--- config.mk ---
export PLATFORM = sky130hd
export DESIGN_NAME = multiplexed_seven_segment_clock
export DESIGN_NICKNAME = d
export VERILOG_FILES = /design/src/msc_pkg.sv /design/src/msc_timer.sv /design/src/msc_scan.sv /design/src/msc_regs.sv /design/src/multiplexed_seven_segment_clock.sv
export SDC_FILE = /design/constraint.sdc
export NUM_CORES = 1
export LEC_CHECK = 0
export BUFFER_PORTS_ARGS = -buffer_cell sky130_fd_sc_hd__buf_4
export CAP_MARGIN = 20
export CORE_MARGIN = 2
export CORE_UTILIZATION = 54
export CTS_CLUSTER_SIZE = 12
export DETAILED_ROUTE_END_ITERATION = 6
export PLACE_DENSITY = 0.76
export SYNTH_ARGS = -nofsm -noshare
export SYNTH_HDL_FRONTEND = slang
export SYNTH_SLANG_ARGS = --single-unit
--- constraint.sdc ---
create_clock -name clk_i -period 5.6 [get_ports clk_i]
set_input_delay 0.84 -clock clk_i [delete_from_list [all_inputs] [get_ports clk_i]]
set_output_delay 0.84 -clock clk_i [all_outputs]
set_load 0.03 [all_outputs]
--- src/msc_pkg.sv ---
// Shared types, constants and decode functions for the scan clock block.
// No dependencies; imported by every module of the block.
`timescale 1ns / 1ps

package msc_pkg;

  localparam int unsigned TIMER_W     = 16;
  localparam int unsigned DIGIT_COUNT = 4;
  localparam int unsigned SLOT_W      = $clog2(DIGIT_COUNT);
  localparam int unsigned HOUR_W      = 5;
  localparam int unsigned MIN_W       = 6;
  localparam int unsigned SEG_W       = 7;
  localparam int unsigned APB_AW      = 4;
  localparam int unsigned APB_DW      = 32;

  localparam logic [TIMER_W-1:0] RED_PERIOD_RST  = 16'd200;
  localparam logic [TIMER_W-1:0] DOT_PERIOD_RST  = 16'd100;
  localparam logic [TIMER_W-1:0] SCAN_PERIOD_RST = 16'd25;

  localparam logic [HOUR_W-1:0] HOUR_RST   = 5'd15;
  localparam logic [MIN_W-1:0]  MINUTE_RST = 6'd8;
  localparam logic [MIN_W-1:0]  SECOND_RST = 6'd50;

  localparam logic [HOUR_W-1:0] HOUR_LAST = 5'd23;
  localparam logic [MIN_W-1:0]  MIN_LAST  = 6'd59;

  typedef enum logic [1:0] {
    REG_RED_PERIOD  = 2'd0,
    REG_DOT_PERIOD  = 2'd1,
    REG_SCAN_PERIOD = 2'd2
  } reg_idx_e;

  typedef struct packed {
    logic [TIMER_W-1:0] red_period;
    logic [TIMER_W-1:0] dot_period;
    logic [TIMER_W-1:0] scan_period;
  } cfg_t;

  typedef struct packed {
    logic red;
    logic dot;
    logic scan;
  } fire_t;

  typedef struct packed {
    logic [HOUR_W-1:0] hour;
    logic [MIN_W-1:0]  minute;
    logic [MIN_W-1:0]  second;
  } time_t;

  // Tens digit of a value below 60.
  function automatic logic [3:0] tens_of(input logic [MIN_W-1:0] v);
    logic [3:0] t;
    if (v >= 6'd50)      t = 4'd5;
    else if (v >= 6'd40) t = 4'd4;
    else if (v >= 6'd30) t = 4'd3;
    else if (v >= 6'd20) t = 4'd2;
    else if (v >= 6'd10) t = 4'd1;
    else                 t = 4'd0;
    return t;
  endfunction

  // Units digit of a value below 60.
  function automatic logic [3:0] units_of(input logic [MIN_W-1:0] v);
    logic [MIN_W-1:0] tens10;
    logic [MIN_W-1:0] rem;
    tens10 = MIN_W'(tens_of(v)) * 6'd10;
    rem    = v - tens10;
    return rem[3:0];
  endfunction

  // Active-low segment pattern, segment a in bit 0.
  function automatic logic [SEG_W-1:0] seg_encode(input logic [3:0] d);
    logic [SEG_W-1:0] s;
    case (d)
      4'd0:    s = 7'h40;
      4'd1:    s = 7'h79;
      4'd2:    s = 7'h24;
      4'd3:    s = 7'h30;
      4'd4:    s = 7'h19;
      4'd5:    s = 7'h12;
      4'd6:    s = 7'h02;
      4'd7:    s = 7'h78;
      4'd8:    s = 7'h00;
      4'd9:    s = 7'h10;
      default: s = 7'h7F;
    endcase
    return s;
  endfunction

endpackage

--- src/msc_timer.sv ---
// Countdown timer that fires and reloads its period on the step that would take it to zero.
// Depends on msc_pkg for the counter width.
`timescale 1ns / 1ps

module msc_timer import msc_pkg::*; (
  input  logic               clk_i,
  input  logic               rst_ni,
  input  logic               step_i,
  input  logic [TIMER_W-1:0] period_i,
  output logic               fire_o
);

  logic [TIMER_W-1:0] left_q, left_d;

  // A timer sitting at zero is dead: it neither counts nor fires.
  assign fire_o = step_i && (left_q == TIMER_W'(1));

  always_comb begin
    left_d = left_q;
    if (fire_o) begin
      left_d = period_i;
    end else if (step_i && (left_q != '0)) begin
      left_d = left_q - TIMER_W'(1);
    end
  end

  always_ff @(posedge clk_i or negedge rst_ni) begin
    if (!rst_ni) begin
      left_q <= TIMER_W'(1);
    end else begin
      left_q <= left_d;
    end
  end

endmodule

--- src/msc_scan.sv ---
// Digit scan and time-of-day counter: drives one digit per scan step and
// advances the clock by one second on the last digit's step. Depends on msc_pkg.
`timescale 1ns / 1ps

module msc_scan import msc_pkg::*; (
  input  logic                   clk_i,
  input  logic                   rst_ni,
  input  logic                   step_i,
  output time_t                  time_o,
  output logic [DIGIT_COUNT-1:0] enable_n_o,
  output logic [SEG_W-1:0]       segments_n_o
);

  logic [SLOT_W-1:0]      slot_q, slot_d;
  time_t                  time_q, time_d;
  logic [DIGIT_COUNT-1:0] enable_n_q, enable_n_d;
  logic [SEG_W-1:0]       seg_q, seg_d;
  logic [3:0]             digit;
  logic                   last_slot;

  // Digit of the current time for this slot, taken before the second advances.
  always_comb begin
    case (slot_q)
      2'd0:    digit = tens_of(MIN_W'(time_q.hour));
      2'd1:    digit = units_of(MIN_W'(time_q.hour));
      2'd2:    digit = tens_of(time_q.minute);
      default: digit = units_of(time_q.minute);
    endcase
  end

  assign last_slot = (slot_q == SLOT_W'(DIGIT_COUNT - 1));

  always_comb begin
    slot_d     = slot_q;
    time_d     = time_q;
    enable_n_d = enable_n_q;
    seg_d      = seg_q;
    if (step_i) begin
      enable_n_d = ~(DIGIT_COUNT'(1) << slot_q);
      seg_d      = seg_encode(digit);
      if (last_slot) begin
        slot_d = '0;
        if (time_q.second == MIN_LAST) begin
          time_d.second = '0;
          if (time_q.minute == MIN_LAST) begin
            time_d.minute = '0;
            time_d.hour   = (time_q.hour == HOUR_LAST) ? '0 : time_q.hour + HOUR_W'(1);
          end else begin
            time_d.minute = time_q.minute + MIN_W'(1);
          end
        end else begin
          time_d.second = time_q.second + MIN_W'(1);
        end
      end else begin
        slot_d = slot_q + SLOT_W'(1);
      end
    end
  end

  always_ff @(posedge clk_i or negedge rst_ni) begin
    if (!rst_ni) begin
      slot_q        <= '0;
      time_q.hour   <= HOUR_RST;
      time_q.minute <= MINUTE_RST;
      time_q.second <= SECOND_RST;
      enable_n_q    <= '0;
      seg_q         <= '0;
    end else begin
      slot_q     <= slot_d;
      time_q     <= time_d;
      enable_n_q <= enable_n_d;
      seg_q      <= seg_d;
    end
  end

  assign time_o       = time_q;
  assign enable_n_o   = enable_n_q;
  assign segments_n_o = seg_q;

endmodule

--- src/msc_regs.sv ---
// APB register file holding the three timer periods.
// Depends on msc_pkg for the register map and the cfg_t bundle.
`timescale 1ns / 1ps

module msc_regs import msc_pkg::*; (
  input  logic              clk_i,
  input  logic              rst_ni,
  input  logic              psel,
  input  logic              penable,
  input  logic              pwrite,
  input  logic [APB_AW-1:0] paddr,
  input  logic [APB_DW-1:0] pwdata,
  output logic [APB_DW-1:0] prdata,
  output logic              pready,
  output cfg_t              cfg_o
);

  cfg_t     cfg_q, cfg_d;
  reg_idx_e idx;
  logic     wr_en;

  assign idx    = reg_idx_e'(paddr[3:2]);
  assign wr_en  = psel && penable && pwrite;
  assign pready = 1'b1;

  always_comb begin
    cfg_d = cfg_q;
    if (wr_en) begin
      unique case (idx)
        REG_RED_PERIOD:  cfg_d.red_period  = pwdata[TIMER_W-1:0];
        REG_DOT_PERIOD:  cfg_d.dot_period  = pwdata[TIMER_W-1:0];
        REG_SCAN_PERIOD: cfg_d.scan_period = pwdata[TIMER_W-1:0];
        default: ;
      endcase
    end
  end

  always_comb begin
    unique case (idx)
      REG_RED_PERIOD:  prdata = APB_DW'(cfg_q.red_period);
      REG_DOT_PERIOD:  prdata = APB_DW'(cfg_q.dot_period);
      REG_SCAN_PERIOD: prdata = APB_DW'(cfg_q.scan_period);
      default:         prdata = '0;
    endcase
  end

  always_ff @(posedge clk_i or negedge rst_ni) begin
    if (!rst_ni) begin
      cfg_q.red_period  <= RED_PERIOD_RST;
      cfg_q.dot_period  <= DOT_PERIOD_RST;
      cfg_q.scan_period <= SCAN_PERIOD_RST;
    end else begin
      cfg_q <= cfg_d;
    end
  end

  assign cfg_o = cfg_q;

endmodule

--- src/multiplexed_seven_segment_clock.sv ---
// Top level of the four-digit seven-segment scan clock with two LEDs.
// Depends on msc_pkg, msc_regs, msc_timer and msc_scan.
`timescale 1ns / 1ps

// Usage:
//  - Input channel (in_valid_i / in_ready_o, field tick_i): one item per
//    10 ms timebase event. tick 1 advances the red, dot and scan timers;
//    tick 0 leaves all state alone and just reports it.
//  - Output channel (out_valid_o / out_ready_i): exactly one item per input
//    item, showing digit enables, segments, LED levels and the time of day
//    as they stand after that input item.
//  - The item accepted at an edge is offered at the output right after it.
//    Throughput is one item per cycle; the state registers double as the
//    output register, so in_ready_o follows out_ready_i whenever a result
//    is pending.
//  - When the receiver stalls, the pending result holds and no new item is
//    taken, so the state cannot run ahead of what was reported.
//  - APB port: red, dot and scan periods at byte addresses 0, 4 and 8.
//    A write takes effect at the next reload of that timer.
//  - Reset: periods 200/100/25, all timers at one tick (all fire on the
//    first tick), LEDs off, all digits and segments driven low, time 15:08:50.
module multiplexed_seven_segment_clock import msc_pkg::*; (
  input  logic                   clk_i,
  input  logic                   rst_ni,
  input  logic                   in_valid_i,
  output logic                   in_ready_o,
  input  logic                   tick_i,
  output logic                   out_valid_o,
  input  logic                   out_ready_i,
  output logic [DIGIT_COUNT-1:0] digit_enable_n_o,
  output logic [SEG_W-1:0]       segments_n_o,
  output logic                   red_led_o,
  output logic                   dot_led_o,
  output logic [HOUR_W-1:0]      clock_hour_o,
  output logic [MIN_W-1:0]       clock_minute_o,
  output logic [MIN_W-1:0]       clock_second_o,
  input  logic                   psel,
  input  logic                   penable,
  input  logic                   pwrite,
  input  logic [APB_AW-1:0]      paddr,
  input  logic [APB_DW-1:0]      pwdata,
  output logic [APB_DW-1:0]      prdata,
  output logic                   pready
);

  cfg_t  cfg;
  fire_t fire;
  time_t now;
  logic  accept;
  logic  step;
  logic  out_valid_q, out_valid_d;
  logic  red_q, red_d;
  logic  dot_q, dot_d;

  // Take a new item when the result slot is empty or being drained.
  assign in_ready_o = !out_valid_q || out_ready_i;
  assign accept     = in_valid_i && in_ready_o;
  assign step       = accept && tick_i;

  msc_regs u_regs (
    .clk_i   (clk_i),
    .rst_ni  (rst_ni),
    .psel    (psel),
    .penable (penable),
    .pwrite  (pwrite),
    .paddr   (paddr),
    .pwdata  (pwdata),
    .prdata  (prdata),
    .pready  (pready),
    .cfg_o   (cfg)
  );

  msc_timer u_red_timer (
    .clk_i    (clk_i),
    .rst_ni   (rst_ni),
    .step_i   (step),
    .period_i (cfg.red_period),
    .fire_o   (fire.red)
  );

  msc_timer u_dot_timer (
    .clk_i    (clk_i),
    .rst_ni   (rst_ni),
    .step_i   (step),
    .period_i (cfg.dot_period),
    .fire_o   (fire.dot)
  );

  msc_timer u_scan_timer (
    .clk_i    (clk_i),
    .rst_ni   (rst_ni),
    .step_i   (step),
    .period_i (cfg.scan_period),
    .fire_o   (fire.scan)
  );

  msc_scan u_scan (
    .clk_i        (clk_i),
    .rst_ni       (rst_ni),
    .step_i       (fire.scan),
    .time_o       (now),
    .enable_n_o   (digit_enable_n_o),
    .segments_n_o (segments_n_o)
  );

  // Toggle each LED when its timer fires.
  assign red_d = red_q ^ fire.red;
  assign dot_d = dot_q ^ fire.dot;

  // Raise valid on accept, drop it once the result is taken.
  always_comb begin
    out_valid_d = out_valid_q;
    if (accept) begin
      out_valid_d = 1'b1;
    end else if (out_ready_i) begin
      out_valid_d = 1'b0;
    end
  end

  always_ff @(posedge clk_i or negedge rst_ni) begin
    if (!rst_ni) begin
      out_valid_q <= 1'b0;
      red_q       <= 1'b0;
      dot_q       <= 1'b0;
    end else begin
      out_valid_q <= out_valid_d;
      red_q       <= red_d;
      dot_q       <= dot_d;
    end
  end

  assign out_valid_o    = out_valid_q;
  assign red_led_o      = red_q;
  assign dot_led_o      = dot_q;
  assign clock_hour_o   = now.hour;
  assign clock_minute_o = now.minute;
  assign clock_second_o = now.second;

endmodule

# [Yosys cells after proc, flatten, opt, wreduce, memory -nomap -nowiden]
# Memory sizes are Yosys's and may differ from the RTL's. A register that Yosys moved wholly into a read port is not among the register bits.
# Cells that the tools add are included.
[word_totals] input_bits=44 regBits=122 elab_cells=106 mem_bits_ro=112 memories=1
[memory_table] memory="(name not given)" words=16 width=7 read_ports=1 rd_ports_with_merged_regs=1 wr=0 line_no="msc_pkg.sv:75" text="case (d)"
[op_classes] n_mul=2 n_mux=26 order_cmp=10 n_eq_ne=11 shift=1 n_bitwise=3 n_addsub=9 reduce_logical=29
[ops] cell="$mux 16" n=6
[ops] cell="$eq 16x1->1 const B" n=3
[ops] cell="$pmux 16 s3" n=1
[ops] cell="$reduce_bool 16->1" n=3
[ops] cell="$sub 16x1->16 const B" n=3
[ops] cell="$mux 4" n=9
[ops] cell="$add 6x1->6 const B" n=2
[ops] cell="$eq 6x6->1 const B" n=2
[ops] cell="$ge 5x6->1 const B" n=2
[ops] cell="$ge 6x5->1 const B" n=2
[ops] cell="$ge 6x6->1 const B" n=2
[ops] cell="$mux 6" n=2
[ops] cell="$pmux 4 s3" n=1
[ops] cell="$ge 5x5->1 const B" n=2
[ops] cell="$logic_and 1x1->1" n=10
[ops] cell="$mul 4x3->3 const B" n=2
[ops] cell="$reduce_and 2->1" n=4
[ops] cell="$reduce_bool 2->1" n=4
[ops] cell="$sub 4x4->4" n=2
[ops] cell="$eq 2x2->1 const B" n=3
[ops] cell="$ge 6x4->1 const B" n=1
[ops] cell="$add 5x1->5 const B" n=1
[ops] cell="$eq 5x5->1 const B" n=1
[ops] cell="$ge 5x4->1 const B" n=1
[ops] cell="14 further kinds" n=22

# [Depth between registers and ports, before layout]
# Gate-level depths: netlist (run 1).
[logic_depth] depth_word=10 mapped_depth=13 depth_no_buf=13

# [Cells and area by module]
# From an unflattened synthesis (run 1), not the netlist that was laid out.
[hier_totals] hier_cells=772 area_unflattened_um2=7811.2
[by_module_without_submodules] mod="msc_timer" area_per_inst_um2=1084.8 cells_each=120 instances=3
[by_module_without_submodules] mod="msc_regs" area_per_inst_um2=2343.5 cells_each=178 instances=1
[by_module_without_submodules] mod="msc_scan" area_per_inst_um2=2094.5 cells_each=226 instances=1
[by_module_without_submodules] mod="multiplexed_seven_segment_clock" area_per_inst_um2=118.9 cells_each=8 instances=1

# [Worst setup path before layout (run 1)]
# OpenSTA, ideal clock, no wires.
[synth_timing] path_type="input to output" startpoint="input paddr[2]" endpoint="output prdata[11]" arrival_ps=2528 cell_stages=4 required_ps=4760 path_slack_ps=2232 n_path_buf=2 cell_sequence="clkbuf_1 -> buf_1 -> mux2i_1 -> o21ai_0"
[synth_between] elab_chain_len=2 elab_cells_between_ends=4
[synth_lines] element="start: declaration" line_no="multiplexed_seven_segment_clock.sv:40" text="input logic [APB_AW-1:0] paddr,"
[synth_lines] element="$eq 2x2->1 (tied with other cells)" line_no="msc_regs.sv:39" text="unique case (idx)"
[synth_lines] element="$pmux 16 s3 *" line_no="msc_regs.sv:39"
[synth_lines] element="end: declaration" line_no="multiplexed_seven_segment_clock.sv:42" text="output logic [APB_DW-1:0] prdata,"
# Mark *: on every way between the ends. The rest lies on a longest branch, timed or not.

# [Worst setup path in the final report (run 1)]
[layout_timing] startpoint="register u_scan.time_q (netlist bit u_scan.time_o[6])" endpoint="register u_scan.seg_q[3] (netlist: u_scan.segments_n_o[3])"
[layout_between] elab_chain_len=10 elab_cells_between_ends=14
[layout_lines] element="start: declaration" line_no="msc_scan.sv:15" text="time_t time_q, time_d;"
[layout_lines] element="start signal: assignment" line_no="msc_scan.sv:70" text="time_q <= time_d;"
[layout_lines] element="$ge 6x4->1" line_no="msc_pkg.sv:58" text="else if (v >= 6'd10) t = 4'd1;"
[layout_lines] element="$mux 1" line_no="msc_pkg.sv:58"
[layout_lines] element="$mux 2" line_no="msc_pkg.sv:57" text="else if (v >= 6'd20) t = 4'd2;"
[layout_lines] element="$mux 4" line_no="msc_pkg.sv:56" text="else if (v >= 6'd30) t = 4'd3;"
[layout_lines] element="$mux 4" line_no="msc_pkg.sv:55" text="else if (v >= 6'd40) t = 4'd4;"
[layout_lines] element="$mux 4" line_no="msc_pkg.sv:54" text="if (v >= 6'd50) t = 4'd5;"
[layout_lines] element="$mux 4" line_no="msc_scan.sv:23" text="case (slot_q)"
[layout_lines] element="$mul 4x3->3" line_no="msc_pkg.sv:67" text="tens10 = MIN_W'(tens_of(v)) * 6'd10;"
[layout_lines] element="$sub 4x4->4" line_no="msc_pkg.sv:68" text="rem = v - tens10;"
[layout_lines] element="$pmux 4 s3 *" line_no="msc_scan.sv:23"
[layout_lines] element="end: declaration" line_no="msc_scan.sv:17" text="logic [SEG_W-1:0] seg_q, seg_d;"
# Mark *: on every way between the ends. The rest lies on a longest branch, timed or not. The select of a mux whose other input is x is not followed.
# A chain may end at the register's enable or synchronous reset.

==> results.yml, run 1 <==
outcome:
  status: "finished, final reports clean"
route:
  vias: 6209
  remaining_drc_errors: 0
  wl_um: 18300
  ant_nets: 0
  avgRoutedWirePerCell_um: 17.6
  dr.pass1.iters: 5
  drt_iter0_drc: 457
  vias_per_cell: 5.96
pwr:
  seqPwrFrac_pct: 40.4
  switchingPower_mw: 1.30
  peakVddDrop_v: 0.000238
  finalPower_mw: 3.69
  p_per_area_nw_per_um2: 419
  p_comb_share_pct: 28.9
  p_int_mw: 2.39
  p_leak_nw: 3.94
  swShare_pct: 35.2
  p_clk_share_pct: 30.7
die:
  die_h_um: 122
  core_area_um2: 13800
  die_w_um: 122
  start_util_pct: 54.8
  dieArea_um2: 14900
  io_pins: 109
  num_rows: 43
global_routing:
  grt_pass1_vias: 6009
  grt_pass1_wl_um: 29600
  grt.overflow.total: 0
  track_usage_pct: 25.5
  grt_max_degree: 72
  grt_antenna_before_repair: 0
logic_synthesis:
  async_reset_ff_share_pct: 100
  synthCells: 785
  synth_edf_count: 0
  yosys_warnings: 0
  ys_types: 79
  synth_top_family_by_area: "simple AND/OR/NAND/NOR gates"
  synth_compound_area_share_pct: 16.2
  avgSynthCellArea_um2: 9.61
  yosysTopAreaCell: "dfrtp_1"
  synth_xor_xnor_area_share_pct: 1.16
  yosysSeqAreaShare_pct: 43.1
  synth_area_leaders: "dfrtp_1 (36%), mux2_2 (7.3%), dfstp_2 (7.0%)"
  synthSimpleGateAreaFrac_pct: 18.6
  synthMuxAreaShare_pct: 10.9
  synth_seq_cells: 129
  synthAdderAreaFrac_pct: 4.15
  synth_area_um2: 7540
  netlist.area_leader.share_pct: 36.2
  yosys_most_used_dff: "dfrtp_1"
clocking:
  max-clock-path-buffers: 2
  clock-sinks: 129
  cts_tree: "done"
  path_clk_slew_ps: 50
  cts_setup_buffers: 0
  htree_levels: 4
  cts_root_buf: "clkbuf_16"
  hold_buffers: 0
  cts_resized: 0
  numCtsBuffers: 17
  clk_latency_ps: 410
sta:
  hold_ws_ps: 474
  setup_ws_ps: 2280
  worstMarginPinSlew_ps: 987
  finClkSkew_ps: 8.00
  period_needed_ps: 3320
  finalSetupViolCount: 0
  fin_crit_sh_pct: 59.3
  rsz0062_at_grt: "no"
  fmax_mhz: 301
  setup_tns_ps: 0
  slew_violations: 0
  relSlewSlack_pct: 34.2
  finalHoldViolCount: 0
critical_path:
  start_kind: "register"
  worstPathArrival_ps: 3630
  worstSetupPathType: "register to register"
  critical_path.max_fanout: 7
  cp-end-kind: "register"
  required_ps: 5910
layout:
  syn_to_final_growth_pct: 17.0
  drive_above_1_share_pct: 23.9
  layout.nets: 915
  utilization_pct: 64.0
  diodes: 0
placed_design:
  port_buffers: 73
  gp_congestion: 0.914
  dp_slack_ps: 2380
  hpwl_um: 12700
job:
  maxCapViolCount: 0
min_path:
  hp-class: "register to register"
Yosys cell counts (all sizes together), types with 3 or more instances:
cell	number
dfrtp	109
nand2	86
o21ai	63
mux2	50
a21oi	49
inv	37
nor2	36
buf	28
clkbuf	27
nand3	27
mux2i	26
ha	21
dfstp	20
o22a	20
nor3	16
or3	13
nor2b	10
nor4	10
o31ai	9
or4	9
nand2b	8
a2bb2oi	7
and2	7
or2	7
and3	6
nand4	6
a211oi	5
o211ai	5
xnor2	5
xor2	5
nor3b	4
a31oi	3
nand3b	3
nand4b	3
nor4b	3
o21a	3
o22ai	3
or3b	3
cells by family after synthesis:
| kind of cell | count (synthesis) |
|---|---|
| compound gates | 190 |
| xor+xnor | 10 |
| fa+ha+maj | 24 |
| buf+inv | 92 |
| flops | 129 |
| mux | 76 |
| other cells | 2 |
| simple gates | 262 |
state kept, by name, summed over array words and instances, names as in the netlist:
signal               flops
u_scan.enable_n_o        4
u_dot_timer.left_q      16
dot_led_o                1
out_valid_o              1
u_red_timer.left_q      16
u_scan.slot_q            2
u_scan_timer.left_q     16
u_scan.time_o           17
red_led_o                1
u_scan.segments_n_o      7
u_regs.cfg_o            48
cell usage in the layout (no fill, tap or decap), types with 21 or more instances in the layout:
| cell | instances |
|---|---|
| a21oi_1 | 49 |
| o21ai_0 | 60 |
| ha_1 | 21 |
| buf_4 | 81 |
| inv_1 | 37 |
| nand2_1 | 85 |
| nand3_1 | 26 |
| dfrtp_1 | 109 |
| mux2i_1 | 26 |
| mux2_2 | 49 |
| nor2_1 | 36 |
critical path: stages, from the launching register on:
cell	delay [ps]
dfrtp_1	510
inv_1	140
ha_1	230
nor4bb_1	260
a211oi_1	140
and2_1	190
ha_1	170
inv_1	60
fa_1	460
mux2_2	320
a2111oi_0	400
mux2i_1	160
o21ai_0	180
layout make-up:
type / count / area [µm²]
Fill cell: 1127 / 4950
Multi-Input combinational cell: 579 / 3930
Sequential cell: 129 / 3250
Timing Repair Buffer: 84 / 666
Clock buffer: 22 / 474
Tap cell: 180 / 225
Inverter: 37 / 139
Clock inverter: 10 / 135
worst paths after layout:
path                       cells past startpoint              startpoint  slack [ps]                     end
max                                           12        u_scan.time_o[6]        2280  u_scan.segments_n_o[3]
min                                            2  u_scan.segments_n_o[2]         470  u_scan.segments_n_o[2]
max reg2reg                                   12        u_scan.time_o[6]        2280  u_scan.segments_n_o[3]
min reg2reg                                    2  u_scan.segments_n_o[2]         470  u_scan.segments_n_o[2]
max in group asynchronous                      2                  rst_ni        3740  u_dot_timer.left_q[14]
min in group asynchronous                      1                  rst_ni         570  u_scan.segments_n_o[0]
routing by layer:
metal  global-route usage [%]  wire length (µm)
met5                        0                 0
met4                     9.63               392
met3                     4.78              1010
met2                     43.5              9160
met1                     32.3              7780
power by group through the flow:
stage	logic [mW]	registers [mW]	clock network, mW
2_1_floorplan	0.735	1.46	0
3_3_place_gp	1.02	1.48	0
3_5_place_dp	1.05	1.50	0
4_1_cts	1.06	1.49	1.15
5_1_grt	1.18	1.53	1.19
6_report	1.07	1.49	1.13
metrics by stage:
| stage | instance area [µm²] | instances |
|---|---|---|
| after floorplan | 7600 | 800 |
| after global placement | 8150 | 1005 |
| after detailed placement | 8180 | 1008 |
| after CTS | 8790 | 1040 |
| after global routing | 8820 | 1041 |
| final | 8820 | 1041 |
No activity file was read; power rests on OpenSTA's default activity.
==> run 2: changes to the inputs <==
--- a/config.mk
+++ b/config.mk
@@ -8,7 +8,7 @@
 export BUFFER_PORTS_ARGS = -buffer_cell sky130_fd_sc_hd__buf_4
 export CAP_MARGIN = 20
 export CORE_MARGIN = 2
-export CORE_UTILIZATION = 54
+export CORE_UTILIZATION = 52
 export CTS_CLUSTER_SIZE = 12
 export DETAILED_ROUTE_END_ITERATION = 6
 export PLACE_DENSITY = 0.76
==> constraint.sdc (replaced) <==
create_clock -name clk_i -period 2.8 [get_ports clk_i]
set_input_delay 0.42 -clock clk_i [delete_from_list [all_inputs] [get_ports clk_i]]
set_output_delay 0.42 -clock clk_i [all_outputs]
set_load 0.03 [all_outputs]
==> run 2 against run 1 <==
Combinational power rose by 110%. First-iteration DRC count fell by 23%. Register-to-register slack got worse by 2300 ps. Cell count rose by 4.0%. Sequential power rose by 100%. Utilization rose by 0.80 points. Routed wire length rose by 1.1%. Power rose by 100%. Clock-buffer cell count rose by 1. Fmax rose by 20%. The flow now finishes with violations (negative hold slack).
==> results.yml, run 2 (synthesized netlist as in run 1, its figures left out) <==
outcome:
  status: "finished with violations"
  violations: "negative hold slack"
clocking:
  path_clk_slew_ps: 60
  cts_tree: "done"
  numCtsBuffers: 17
  cts_root_buf: "clkbuf_16"
  hold_buffers: 0
  clock-sinks: 129
  clk_latency_ps: 420
  htree_levels: 4
  max-clock-path-buffers: 2
sta:
  worstMarginPinSlew_ps: 768
  finalHoldViolCount: 12
  fmax_mhz: 361
  finClkSkew_ps: 8.00
  hold_ws_ps: -5.62
  period_needed_ps: 2770
  slew_violations: 0
  rsz0062_at_grt: "yes"
  setup_tns_ps: 0
  relSlewSlack_pct: 48.7
  finalSetupViolCount: 0
  fin_crit_sh_pct: 99.0
critical_path:
  critPathSlowestCell: "fa_2"
  start_kind: "register"
  required_ps: 3110
  worstPathArrival_ps: 3080
  crit_path_max_incr_delay_ps: 460
  cp-end-kind: "register"
  crit_path_cell_trace: "buf_6 > and3_4 > a2111o_1 > and2_1 > ha_2 > inv_2 > fa_2 > mux2i_2 > buf_4 > nand2_4 > a211oi_2 > nor3_2"
  worstSetupPathType: "register to register"
  critical_path.max_fanout: 3
layout:
  register_area_um2: 3260
  layout_commonest_cell: "buf_4"
  layoutNonFillerInstCount: 1083
  multi_input_area_um2: 4110
  diodes: 0
  mostFrequentLayoutCells: "buf_4 (113), dfrtp_1 (104), nand2_1 (84)"
  largest_reg_flops: 48
  syn_to_final_growth_pct: 23.5
  nFillCells: 1144
  layout.nets: 953
  drive_above_1_share_pct: 30.8
global_routing:
  grt.overflow.total: 0
  track_usage_pct: 24.4
  grt_max_degree: 66
  grt_pass1_vias: 6028
  grt_antenna_before_repair: 0
  grt_pass1_wl_um: 30500
min_path:
  hp-class: "input port to asynchronous set/reset pin"
route:
  wl_um: 18500
  vias: 6255
  avgRoutedWirePerCell_um: 17.1
  ant_nets: 0
  vias_per_cell: 5.78
  remaining_drc_errors: 0
  dr.pass1.iters: 5
  drt_iter0_drc: 353
die:
  num_rows: 44
  die_w_um: 124
  io_pins: 109
  dieArea_um2: 15500
  die_h_um: 124
  start_util_pct: 52.5
  core_area_um2: 14400
placed_design:
  place_inst: 1047
  hpwl_um: 13000
  gp_congestion: 0.861
  port_buffers: 73
job:
  maxCapViolCount: 0
pwr:
  p_per_area_nw_per_um2: 809
  p_leak_nw: 4.14
  peakVddDrop_v: 0.000481
run 2: cell count changes in the layout (fill, tap and decap cells not counted), moves of 4 or more:
| cell | change |
|---|---|
| buf_4 | +32 |
| buf_6 | +6 |
| dfrtp_1 | -5 |
| o21ai_0 | -4 |
| dfrtp_2 | +5 |
run 2: worst max-delay path: cells and delay by family (launching register included):
| family | cells | cell delay (ps) |
|---|---|---|
| flip-flops | 1 | 420 |
| adder cells (fa/ha/maj) | 2 | 620 |
| AND/OR/NAND/NOR | 4 | 420 |
| buffers and inverters | 3 | 340 |
| AO/OA/AOI/OAI | 2 | 640 |
| multiplexers | 1 | 220 |
run 2: repair_timing:
item                                    in CTS  in global routing
cloned                                       0                  0
endpoints found under the setup margin       3                  7
setup buffers                                3                  1
gates resized for setup                     13                 22
pin swaps                                   11                 15
run 2: through the flow:
step | utilization (%) | setup slack, ps | total power, mW | hold slack, ps | cell area [µm²]
3_5_place_dp | 59.3 | -63.9 | 5.17 | 457 | 8520
3_3_place_gp | 59.3 | -24.8 | 5.09 | 457 | 8520
2_1_floorplan | - | -58.9 | 4.41 | 124 | 7670
5_1_grt | 64.8 | -82.2 | 7.98 | 50.0 | 9320
4_1_cts | 64.1 | -9.24 | 7.51 | 10.1 | 9210
6_report | 64.8 | 27.6 | 7.54 | -5.62 | 9320
run 2: layout make-up:
cell class / instances / area share, %
clock buffer: 23 / 5.13
sequential: 129 / 35.0
inverter: 37 / 1.49
tap: 184 / 2.47
clock inverter: 9 / 1.38
timing repair buffer: 122 / 10.5
multi-input combinational: 579 / 44.1
run 2: worst paths after layout:
path	start	slack, ps	cells after the start	end
max	u_scan.time_o[7]	30	12	u_scan.segments_n_o[5]
max reg2reg	u_scan.time_o[7]	30	12	u_scan.segments_n_o[5]
min	rst_ni	-6	1	u_scan.time_o[16]
min reg2reg	u_scan.enable_n_o[1]	480	2	u_scan.enable_n_o[1]
max in group asynchronous	rst_ni	2030	2	u_scan.time_o[4]
min in group clk_i	in_valid_i	210	2	out_valid_o
run 2: where the power goes:
part	switching (mW)	leakage, nW	internal [mW]
Clock	0.830	0.294	1.47
Sequential	0.561	1.57	2.42
Combinational	1.26	2.28	1.01
Total	2.65	4.14	4.89
run 2: per-layer routing:
| layer | track usage [%] | share of wire, % |
|---|---|---|
| met1 | 32.4 | 45 |
| met2 | 39.8 | 49 |
| met3 | 4.47 | 4.4 |
| met4 | 9.58 | 2.5 |
| met5 | 0 | 0 |
